### src/design/its_pkg.sv
// Shared types and constants for the interval time statistics block.
package its_pkg;

   localparam int REQ_DATA_WIDTH = 32;
   localparam int FIELD_WIDTH    = 32;
   localparam int RSP_DATA_WIDTH = 5 * FIELD_WIDTH;
   localparam int SUM_WIDTH      = 64;
   localparam int COUNT_WIDTH    = 32;
   localparam int DIV_STEPS      = SUM_WIDTH;
   localparam int STEP_WIDTH     = $clog2(DIV_STEPS);

   typedef enum logic [1:0] {
      OP_CLEAR    = 2'd0,
      OP_BEGIN    = 2'd1,
      OP_END      = 2'd2,
      OP_INTERVAL = 2'd3
   } opcode_type;

   typedef enum logic [2:0] {
      ST_IDLE,
      ST_EXEC,
      ST_DIVIDE,
      ST_MEAN,
      ST_RESULT
   } state_type;

   typedef struct packed {
      logic capture;
      logic exec;
      logic div_step;
      logic mean_load;
      logic out_load;
   } cmd_type;

   typedef struct packed {
      logic counted;
      logic div_last;
   } status_type;

endpackage

### src/design/its_ctrl.sv
// Sequencer for the interval time statistics block and the result valid flag.
module its_ctrl (
   input  logic               clock,
   input  logic               reset,
   input  logic               req_tvalid,
   output logic               req_tready,
   output logic               rsp_tvalid,
   input  logic               rsp_tready,
   output its_pkg::cmd_type    cmd,
   input  its_pkg::status_type status
);
   import its_pkg::*;

   state_type state_ff, state_in;
   logic      rsp_valid_ff, rsp_valid_in;

   always_ff @(posedge clock) begin
      if (reset) begin
         state_ff     <= ST_IDLE;
         rsp_valid_ff <= 1'b0;
      end else begin
         state_ff     <= state_in;
         rsp_valid_ff <= rsp_valid_in;
      end
   end

   always_comb begin
      state_in   = state_ff;
      cmd        = '0;
      req_tready = 1'b0;
      case (state_ff)
         ST_IDLE: begin
            req_tready = 1'b1;
            if (req_tvalid) begin
               cmd.capture = 1'b1;
               state_in    = ST_EXEC;
            end
         end
         ST_EXEC: begin
            cmd.exec = 1'b1;
            state_in = status.counted ? ST_DIVIDE : ST_RESULT;
         end
         ST_DIVIDE: begin
            cmd.div_step = 1'b1;
            if (status.div_last) begin
               state_in = ST_MEAN;
            end
         end
         ST_MEAN: begin
            cmd.mean_load = 1'b1;
            state_in      = ST_RESULT;
         end
         ST_RESULT: begin
            // The output register takes the result once its previous one is gone.
            if (!rsp_valid_ff || rsp_tready) begin
               cmd.out_load = 1'b1;
               state_in     = ST_IDLE;
            end
         end
         default: begin
            state_in = ST_IDLE;
         end
      endcase
   end

   always_comb begin
      if (cmd.out_load) begin
         rsp_valid_in = 1'b1;
      end else if (rsp_tready) begin
         rsp_valid_in = 1'b0;
      end else begin
         rsp_valid_in = rsp_valid_ff;
      end
   end

   assign rsp_tvalid = rsp_valid_ff;

`ifndef SYNTHESIS
   a_accept_to_exec: assert property (@(posedge clock) disable iff (reset)
      (req_tvalid && req_tready) |=> (state_ff == ST_EXEC))
      else $error("accepted request did not start execution");

   a_divide_holds: assert property (@(posedge clock) disable iff (reset)
      (state_ff == ST_DIVIDE && !status.div_last) |=> (state_ff == ST_DIVIDE))
      else $error("divider left before its last step");

   a_load_sets_valid: assert property (@(posedge clock) disable iff (reset)
      cmd.out_load |=> rsp_tvalid)
      else $error("result load did not raise valid");
`endif

endmodule

### src/design/its_dpath.sv
// Statistics registers, sequential divider and output register of the profiler.
module its_dpath #(
   parameter int TIME_WIDTH = 32
) (
   input  logic                                clock,
   input  logic                                reset,
   input  logic [1:0]                          req_opcode,
   input  logic [its_pkg::REQ_DATA_WIDTH-1:0]  req_timestamp,
   input  its_pkg::cmd_type                    cmd,
   output its_pkg::status_type                 status,
   output logic                                rsp_counted,
   output logic [its_pkg::RSP_DATA_WIDTH-1:0]  rsp_data
);
   import its_pkg::*;

   localparam logic [SUM_WIDTH-1:0] MeanMax = SUM_WIDTH'({TIME_WIDTH{1'b1}});

   opcode_type             op_ff, op_in;
   logic [TIME_WIDTH-1:0]  now_ff, now_in;
   logic [TIME_WIDTH-1:0]  start_ff, start_in;
   logic [TIME_WIDTH-1:0]  interval_ff, interval_in;
   logic [SUM_WIDTH-1:0]   sum_ff, sum_in;
   logic [COUNT_WIDTH-1:0] count_ff, count_in;
   logic [TIME_WIDTH-1:0]  mean_ff, mean_in;
   logic [TIME_WIDTH-1:0]  max_ff, max_in;
   logic [TIME_WIDTH-1:0]  min_ff, min_in;
   logic                   counted_ff, counted_in;
   logic [SUM_WIDTH-1:0]   quo_ff, quo_in;
   logic [COUNT_WIDTH-1:0] rem_ff, rem_in;
   logic [COUNT_WIDTH-1:0] divisor_ff, divisor_in;
   logic [STEP_WIDTH-1:0]  step_ff, step_in;
   logic [RSP_DATA_WIDTH-1:0] out_data_ff, out_data_in;
   logic                   out_counted_ff, out_counted_in;

   logic [TIME_WIDTH-1:0]  interval_new;
   logic [SUM_WIDTH:0]     sum_wide;
   logic [SUM_WIDTH-1:0]   sum_next;
   logic [COUNT_WIDTH-1:0] count_next;
   logic                   counted_now;
   logic [COUNT_WIDTH:0]   rem_shift;
   logic [COUNT_WIDTH:0]   rem_diff;

   assign interval_new = now_ff - start_ff;
   assign sum_wide     = {1'b0, sum_ff} + (SUM_WIDTH + 1)'(interval_new);
   assign sum_next     = sum_wide[SUM_WIDTH] ? '1 : sum_wide[SUM_WIDTH-1:0];
   assign count_next   = (count_ff == '1) ? count_ff : count_ff + 1'b1;
   // A start at timestamp zero is indistinguishable from no start at all.
   assign counted_now  = ((op_ff == OP_END) || (op_ff == OP_INTERVAL)) && (start_ff != '0);

   // Restoring division: one quotient bit per cycle shifts into the dividend register.
   assign rem_shift = {rem_ff, quo_ff[SUM_WIDTH-1]};
   assign rem_diff  = rem_shift - {1'b0, divisor_ff};

   assign status.counted  = counted_now;
   assign status.div_last = (step_ff == STEP_WIDTH'(DIV_STEPS - 1));

   always_comb begin
      op_in          = op_ff;
      now_in         = now_ff;
      start_in       = start_ff;
      interval_in    = interval_ff;
      sum_in         = sum_ff;
      count_in       = count_ff;
      mean_in        = mean_ff;
      max_in         = max_ff;
      min_in         = min_ff;
      counted_in     = counted_ff;
      quo_in         = quo_ff;
      rem_in         = rem_ff;
      divisor_in     = divisor_ff;
      step_in        = step_ff;
      out_data_in    = out_data_ff;
      out_counted_in = out_counted_ff;

      if (cmd.capture) begin
         op_in  = opcode_type'(req_opcode);
         now_in = TIME_WIDTH'(req_timestamp);
      end

      if (cmd.exec) begin
         counted_in = counted_now;
         case (op_ff)
            OP_CLEAR: begin
               start_in    = '0;
               interval_in = '0;
               sum_in      = '0;
               count_in    = '0;
               mean_in     = '0;
               max_in      = '0;
               min_in      = '1;
            end
            OP_BEGIN: begin
               start_in = now_ff;
            end
            OP_END, OP_INTERVAL: begin
               interval_in = interval_new;
               if (counted_now) begin
                  sum_in     = sum_next;
                  count_in   = count_next;
                  max_in     = (interval_new > max_ff) ? interval_new : max_ff;
                  min_in     = (interval_new < min_ff) ? interval_new : min_ff;
                  quo_in     = sum_next;
                  divisor_in = count_next;
                  rem_in     = '0;
                  step_in    = '0;
               end
               if (op_ff == OP_INTERVAL) begin
                  start_in = now_ff;
               end
            end
            default: begin
               start_in = start_ff;
            end
         endcase
      end

      if (cmd.div_step) begin
         if (!rem_diff[COUNT_WIDTH]) begin
            rem_in = rem_diff[COUNT_WIDTH-1:0];
            quo_in = {quo_ff[SUM_WIDTH-2:0], 1'b1};
         end else begin
            rem_in = rem_shift[COUNT_WIDTH-1:0];
            quo_in = {quo_ff[SUM_WIDTH-2:0], 1'b0};
         end
         step_in = step_ff + 1'b1;
      end

      if (cmd.mean_load) begin
         mean_in = (quo_ff > MeanMax) ? TIME_WIDTH'(MeanMax) : TIME_WIDTH'(quo_ff);
      end

      if (cmd.out_load) begin
         out_counted_in = counted_ff;
         out_data_in    = {FIELD_WIDTH'(count_ff), FIELD_WIDTH'(max_ff),
                           FIELD_WIDTH'(min_ff), FIELD_WIDTH'(mean_ff),
                           FIELD_WIDTH'(interval_ff)};
      end
   end

   always_ff @(posedge clock) begin
      if (reset) begin
         start_ff    <= '0;
         interval_ff <= '0;
         sum_ff      <= '0;
         count_ff    <= '0;
         mean_ff     <= '0;
         max_ff      <= '0;
         min_ff      <= '1;
         counted_ff  <= 1'b0;
         step_ff     <= '0;
      end else begin
         start_ff    <= start_in;
         interval_ff <= interval_in;
         sum_ff      <= sum_in;
         count_ff    <= count_in;
         mean_ff     <= mean_in;
         max_ff      <= max_in;
         min_ff      <= min_in;
         counted_ff  <= counted_in;
         step_ff     <= step_in;
      end
   end

   always_ff @(posedge clock) begin
      op_ff          <= op_in;
      now_ff         <= now_in;
      quo_ff         <= quo_in;
      rem_ff         <= rem_in;
      divisor_ff     <= divisor_in;
      out_data_ff    <= out_data_in;
      out_counted_ff <= out_counted_in;
   end

   assign rsp_counted = out_counted_ff;
   assign rsp_data    = out_data_ff;

`ifndef SYNTHESIS
   a_min_below_max: assert property (@(posedge clock) disable iff (reset)
      (count_ff != '0) |-> (min_ff <= max_ff))
      else $error("minimum exceeds maximum with samples present");

   a_empty_stats: assert property (@(posedge clock) disable iff (reset)
      (count_ff == '0) |-> (sum_ff == '0 && max_ff == '0 && min_ff == '1))
      else $error("statistics not at reset value without samples");

   a_quiet_keeps_count: assert property (@(posedge clock) disable iff (reset)
      (cmd.exec && !counted_now && op_ff != OP_CLEAR) |=> (count_ff == $past(count_ff)))
      else $error("sample count moved on a request that added no sample");
`endif

endmodule

### src/design/interval_time_statistics_top.sv
// Top level of the interval time statistics profiler.
//
//  Channel   Direction  Handshake              Payload
//  req_      in         req_tvalid/req_tready  tuser: opcode, tdata: timestamp
//  rsp_      out        rsp_tvalid/rsp_tready  tuser: counted, tdata: statistics
//
// Clear, begin and any end that adds no sample are accepted, executed and have their
// result loaded. An end or interval request that adds a sample also passes the
// divide and mean steps: the average comes from a restoring divider that yields
// one of 64 quotient bits a cycle. One request is worked on at a time; the next
// is accepted while the output register still holds the previous result, but a
// new result waits for that one to be taken and no request is accepted meanwhile.
// Reset is synchronous, active high, and returns all statistics to their cleared values at once.
module interval_time_statistics_top #(
   parameter int TIME_WIDTH = 32
) (
   input  logic                                clock,
   input  logic                                reset,
   input  logic                                req_tvalid,
   output logic                                req_tready,
   // tdata = timestamp[31:0]
   input  logic [its_pkg::REQ_DATA_WIDTH-1:0]  req_tdata,
   // tuser = opcode[1:0]
   input  logic [1:0]                          req_tuser,
   output logic                                rsp_tvalid,
   input  logic                                rsp_tready,
   // tdata = last_interval[31:0], average[63:32], minimum[95:64],
   //         maximum[127:96], sample_count[159:128]
   output logic [its_pkg::RSP_DATA_WIDTH-1:0]  rsp_tdata,
   // tuser = counted
   output logic                                rsp_tuser
);
   import its_pkg::*;

   cmd_type    cmd;
   status_type status;

   its_ctrl u_ctrl (
      .clock      (clock),
      .reset      (reset),
      .req_tvalid (req_tvalid),
      .req_tready (req_tready),
      .rsp_tvalid (rsp_tvalid),
      .rsp_tready (rsp_tready),
      .cmd        (cmd),
      .status     (status)
   );

   its_dpath #(
      .TIME_WIDTH (TIME_WIDTH)
   ) u_dpath (
      .clock         (clock),
      .reset         (reset),
      .req_opcode    (req_tuser),
      .req_timestamp (req_tdata),
      .cmd           (cmd),
      .status        (status),
      .rsp_counted   (rsp_tuser),
      .rsp_data      (rsp_tdata)
   );

endmodule

### config.mk
export PLATFORM = sky130hd
export DESIGN_NAME = interval_time_statistics_top
export DESIGN_NICKNAME = d
export VERILOG_FILES = /design/src/design/its_pkg.sv /design/src/design/its_ctrl.sv /design/src/design/its_dpath.sv /design/src/design/interval_time_statistics_top.sv
export SDC_FILE = /design/constraint.sdc
export NUM_CORES = 1
export LEC_CHECK = 0
export BUFFER_PORTS_ARGS = -buffer_cell sky130_fd_sc_hd__buf_2
export CAP_MARGIN = 15
export CORE_AREA = 3 3 277 279
export CTS_CLUSTER_SIZE = 24
export DETAILED_ROUTE_END_ITERATION = 10
export DIE_AREA = 0 0 280 282
export MAX_ROUTING_LAYER = met4
export PLACE_DENSITY = 0.55
export SETUP_SLACK_MARGIN = 0.2
export SYNTH_ARGS = -nofsm -noshare
export SYNTH_HDL_FRONTEND = slang
export SYNTH_SLANG_ARGS = --single-unit
### constraint.sdc
create_clock -name clock -period 10.4 [get_ports clock]
set_clock_uncertainty 0.15 [all_clocks]
set_input_delay 1.04 -clock clock [delete_from_list [all_inputs] [get_ports clock]]
set_output_delay 1.04 -clock clock [all_outputs]
set_load 0.005 [all_outputs]
==> results.yml <==
timing:
  final.setup.tns_ns: 0
  min_period_over_period: 0.636
  fmax_ghz: 0.151
  slew_violations: 0
  slew_headroom: 0.185
  rsz0062_at_grt: "false"
  worst_pin_slew_ns: 1.22
  post-route-min-period_ns: 6.61
  finalSetupViolations: 0
  timing.final.hold_violations: 0
clock_tree:
  post_cts_buffers: 0
  cts_buffers: 67
  cts_tree: "yes"
  insertion_delay_ns: 0.61
  ctsHoldBuffers: 0
  clkTransAtPathRegs_ns: 0.06
  cts.sink_count: 590
  ctsResizeCount: 0
  htreeDepth: 3
  root_buffer: "clkbuf_16"
  cts_max_path_buffers: 3
floorplanning:
  core_area_um2: 74400
  fp.dieH_um: 282
  start_util: 0.398
  io-pin-count: 201
  num_rows: 100
  die_x_um: 280
  die_area_um2: 79000
critical_path:
  crit_type: "flip-flop to flip-flop"
  arrival_ns: 6.97
  cp-start-kind: "flip-flop"
  required_ns: 10.76
  rrSetupSlack_ns: 3.79
  r2r-end: "u_dpath.sum_ff[53]"
  worstReg2RegStart: "u_dpath.now_ff[0]"
  crit_fanout: 15
  endpoint_kind: "flip-flop"
  r2r_cells: 21
pwr:
  ir_drop_mv: 0.120
  total_power_mw: 6.46
  p_per_area_nw_per_um2: 191
  p_leak_nw: 13.1
cells_and_area:
  final_util: 0.455
  stdcell_count: 4169
  nets: 3346
  final_area_um2: 33800
  drive_above_1_share: 0.131
  area_delta_synth_final_pct: 14.3
run:
  maxCapViolCount: 0
worst_hold_path:
  hold_depth: 0
  hold_class: "flip-flop to flip-flop"
  min_to: "u_dpath.rsp_data[40]"
  hold_start: "u_dpath.mean_ff[8]"
detailed_routing:
  first_iter_violations: 1519
  drc_errors: 0
  drt_wl_total_um: 86600
  ant_nets: 0
  routedWlPerCell_um: 20.8
  via_per_inst: 5.67
  via_count: 23600
  dr.pass1.iters: 7
logic_synthesis:
  netlist_area_um2: 29600
  yosys_warnings: 0
  ys.flop_type: "edfxtp_1"
  synth.avg_cell_area_um2: 9.86
  synth_edf_count: 323
  ys_async_sr_fraction: 0
  synth-seq-cells: 590
  syn-num-nets: 3204
  synth-seq-area-share: 0.508
  synth_cell_type_count: 85
  syn_inst: 3003
global_route:
  antenna_found_initial: 0
  grt_use_total: 0.221
  grt_start_max_net_pins: 198
  grt_overflow_total: 0
  grt_pass1_wl_um: 134000
  grt_pass1_vias: 23400
placed_design:
  finalWeightedCongestion: 0.913
  dp_hpwl_um: 60800
  dp_cells: 4045
  io_buffer_count: 200
  place_area_um2: 31600
run_status:
  status: "finished, final reports clean"
synth_stat cells (5+ instances only):
library cell | count | area share
a311oi_1 | 6 | 0.0018
xor2_1 | 59 | 0.017
buf_1 | 8 | 0.0010
o211ai_1 | 19 | 0.0048
nand4_1 | 51 | 0.011
xnor2_1 | 68 | 0.020
edfxtp_1 | 323 | 0.33
o21ai_0 | 138 | 0.023
o31a_1 | 5 | 0.0015
a22oi_1 | 65 | 0.016
clkbuf_1 | 130 | 0.016
nand3_1 | 95 | 0.016
ha_1 | 160 | 0.068
o22ai_1 | 5 | 0.0011
dfxtp_1 | 267 | 0.18
a21boi_0 | 7 | 0.0018
or3_1 | 18 | 0.0038
nor2b_1 | 17 | 0.0036
and3_1 | 33 | 0.0070
a21oi_1 | 224 | 0.038
inv_1 | 171 | 0.022
a211oi_1 | 48 | 0.012
nand2_1 | 220 | 0.028
nor3_1 | 64 | 0.011
and2_1 | 36 | 0.0076
nor2_1 | 298 | 0.038
a31oi_1 | 67 | 0.014
nand3b_1 | 7 | 0.0018
a31o_2 | 21 | 0.0062
a22o_1 | 16 | 0.0047
or4_1 | 6 | 0.0015
nor4_1 | 46 | 0.0097
o31ai_1 | 14 | 0.0035
or2_2 | 6 | 0.0013
nand2b_1 | 20 | 0.0042
o21bai_1 | 32 | 0.0081
a21o_1 | 70 | 0.018
mux2_2 | 11 | 0.0042
buf_2 | 28 | 0.0047
o21a_1 | 17 | 0.0043
and4_1 | 13 | 0.0038
mux2i_1 | 12 | 0.0041
layout make-up:
class	instances	area (um^2)
fill	7063	40600
sequential	590	15000
multi-input combinational	2070	13300
clock buffer	90	1890
timing repair buffer	244	1370
tap	969	1210
inverter	172	647
clock inverter	33	397
antenna	1	2.50
through the flow:
step | hold slack [ns] | worst slack (ns)
5_1_grt | 0.294 | 3.38
2_1_floorplan | 0.253 | 1.78
3_3_place_gp | 0.268 | 3.99
4_1_cts | 0.281 | 3.85
3_5_place_dp | 0.267 | 3.85
6_report | 0.282 | 3.79
kinds of logic (layout without fill, tap and decap cells):
family / Yosys count / in the layout / synth area share
AND/OR/NAND/NOR: 946 / 946 / 0.153
AO/OA/AOI/OAI: 811 / 811 / 0.179
flip-flops: 590 / 590 / 0.508
buffers and inverters: 343 / 539 / 0.0454
adder cells (fa/ha/maj): 163 / 163 / 0.0696
XOR/XNOR: 127 / 127 / 0.0376
multiplexers: 23 / 23 / 0.00824
other: 0 / 1 / 0
routing by layer:
| metal | global-route usage | vias to the layer above | wire length, um |
|---|---|---|---|
| met1 | 0.281 | 11500 | 38500 |
| met2 | 0.365 | 697 | 41200 |
| met3 | 0.0274 | 172 | 4130 |
| li1 | - | 11300 | - |
| met4 | 0.0804 | 0 | 2720 |
| met5 | - | - | 0 |
cells in the final DEF (no fill, tap or decap), types with 67 or more instances in the layout:
cell type / n
edfxtp_1: 323
nor2_1: 295
dfxtp_1: 267
a21oi_1: 223
nand2_1: 218
buf_2: 199
inv_1: 170
ha_1: 160
o21ai_0: 138
nand3_1: 95
a21o_1: 70
clkbuf_16: 69
xnor2_1: 68
a31oi_1: 67
how the worst max path moves through the flow:
stage	start	end	slack, ns	cells after the start
floorplan	rsp_tready	u_dpath.rsp_counted	1.78	2
global placement	u_dpath.now_ff[0]	u_dpath.sum_ff[53]	3.99	21
detailed placement	u_dpath.now_ff[0]	u_dpath.sum_ff[25]	3.85	21
CTS	u_dpath.now_ff[0]	u_dpath.sum_ff[17]	3.85	21
global route	u_dpath.now_ff[0]	u_dpath.sum_ff[25]	3.38	22
finish	u_dpath.now_ff[0]	u_dpath.sum_ff[53]	3.79	21
sequential cells by signal, indices dropped and copies added (netlist names):
name                 flops
u_ctrl.rsp_tvalid        1
u_ctrl.state_ff          3
u_dpath.start_ff        32
u_dpath.now_ff          32
u_dpath.interval_ff     32
u_dpath.max_ff          32
u_dpath.step_ff          6
u_dpath.counted_ff       1
u_dpath.rsp_counted      1
u_dpath.sum_ff          64
u_dpath.rem_ff          32
u_dpath.op_ff            2
u_dpath.rsp_data       160
u_dpath.quo_ff          64
u_dpath.count_ff        32
u_dpath.min_ff          32
u_dpath.mean_ff         32
u_dpath.divisor_ff      32
report_power, final:
part / leakage (nW) / switching (mW) / total (mW) / internal [mW]
Clock: 1.11 / 0.986 / 2.47 / 1.48
Sequential: 5.15 / 0.0765 / 2.69 / 2.62
Combinational: 6.83 / 0.848 / 1.30 / 0.447
worst max-delay path, cell delays in order, from the launching register on:
cell and delay (ns):
edfxtp_1 0.39, inv_1 0.08, ha_1 0.16, inv_1 0.06, fa_1 0.40, a21oi_1 0.19
o21bai_1 0.11, a211oi_1 0.60, nor3_1 0.18, o21ai_0 0.37, and3b_1 0.27, xnor2_1 0.25
inv_1 0.20, ha_1 0.43, a21oi_1 0.17, o21bai_1 0.20, a21oi_1 0.12, o21a_1 0.23
a211oi_2 1.02, nand4_1 0.30, or4_1 0.48, o211a_1 0.14
No activity file was read; power rests on OpenSTA's default activity.
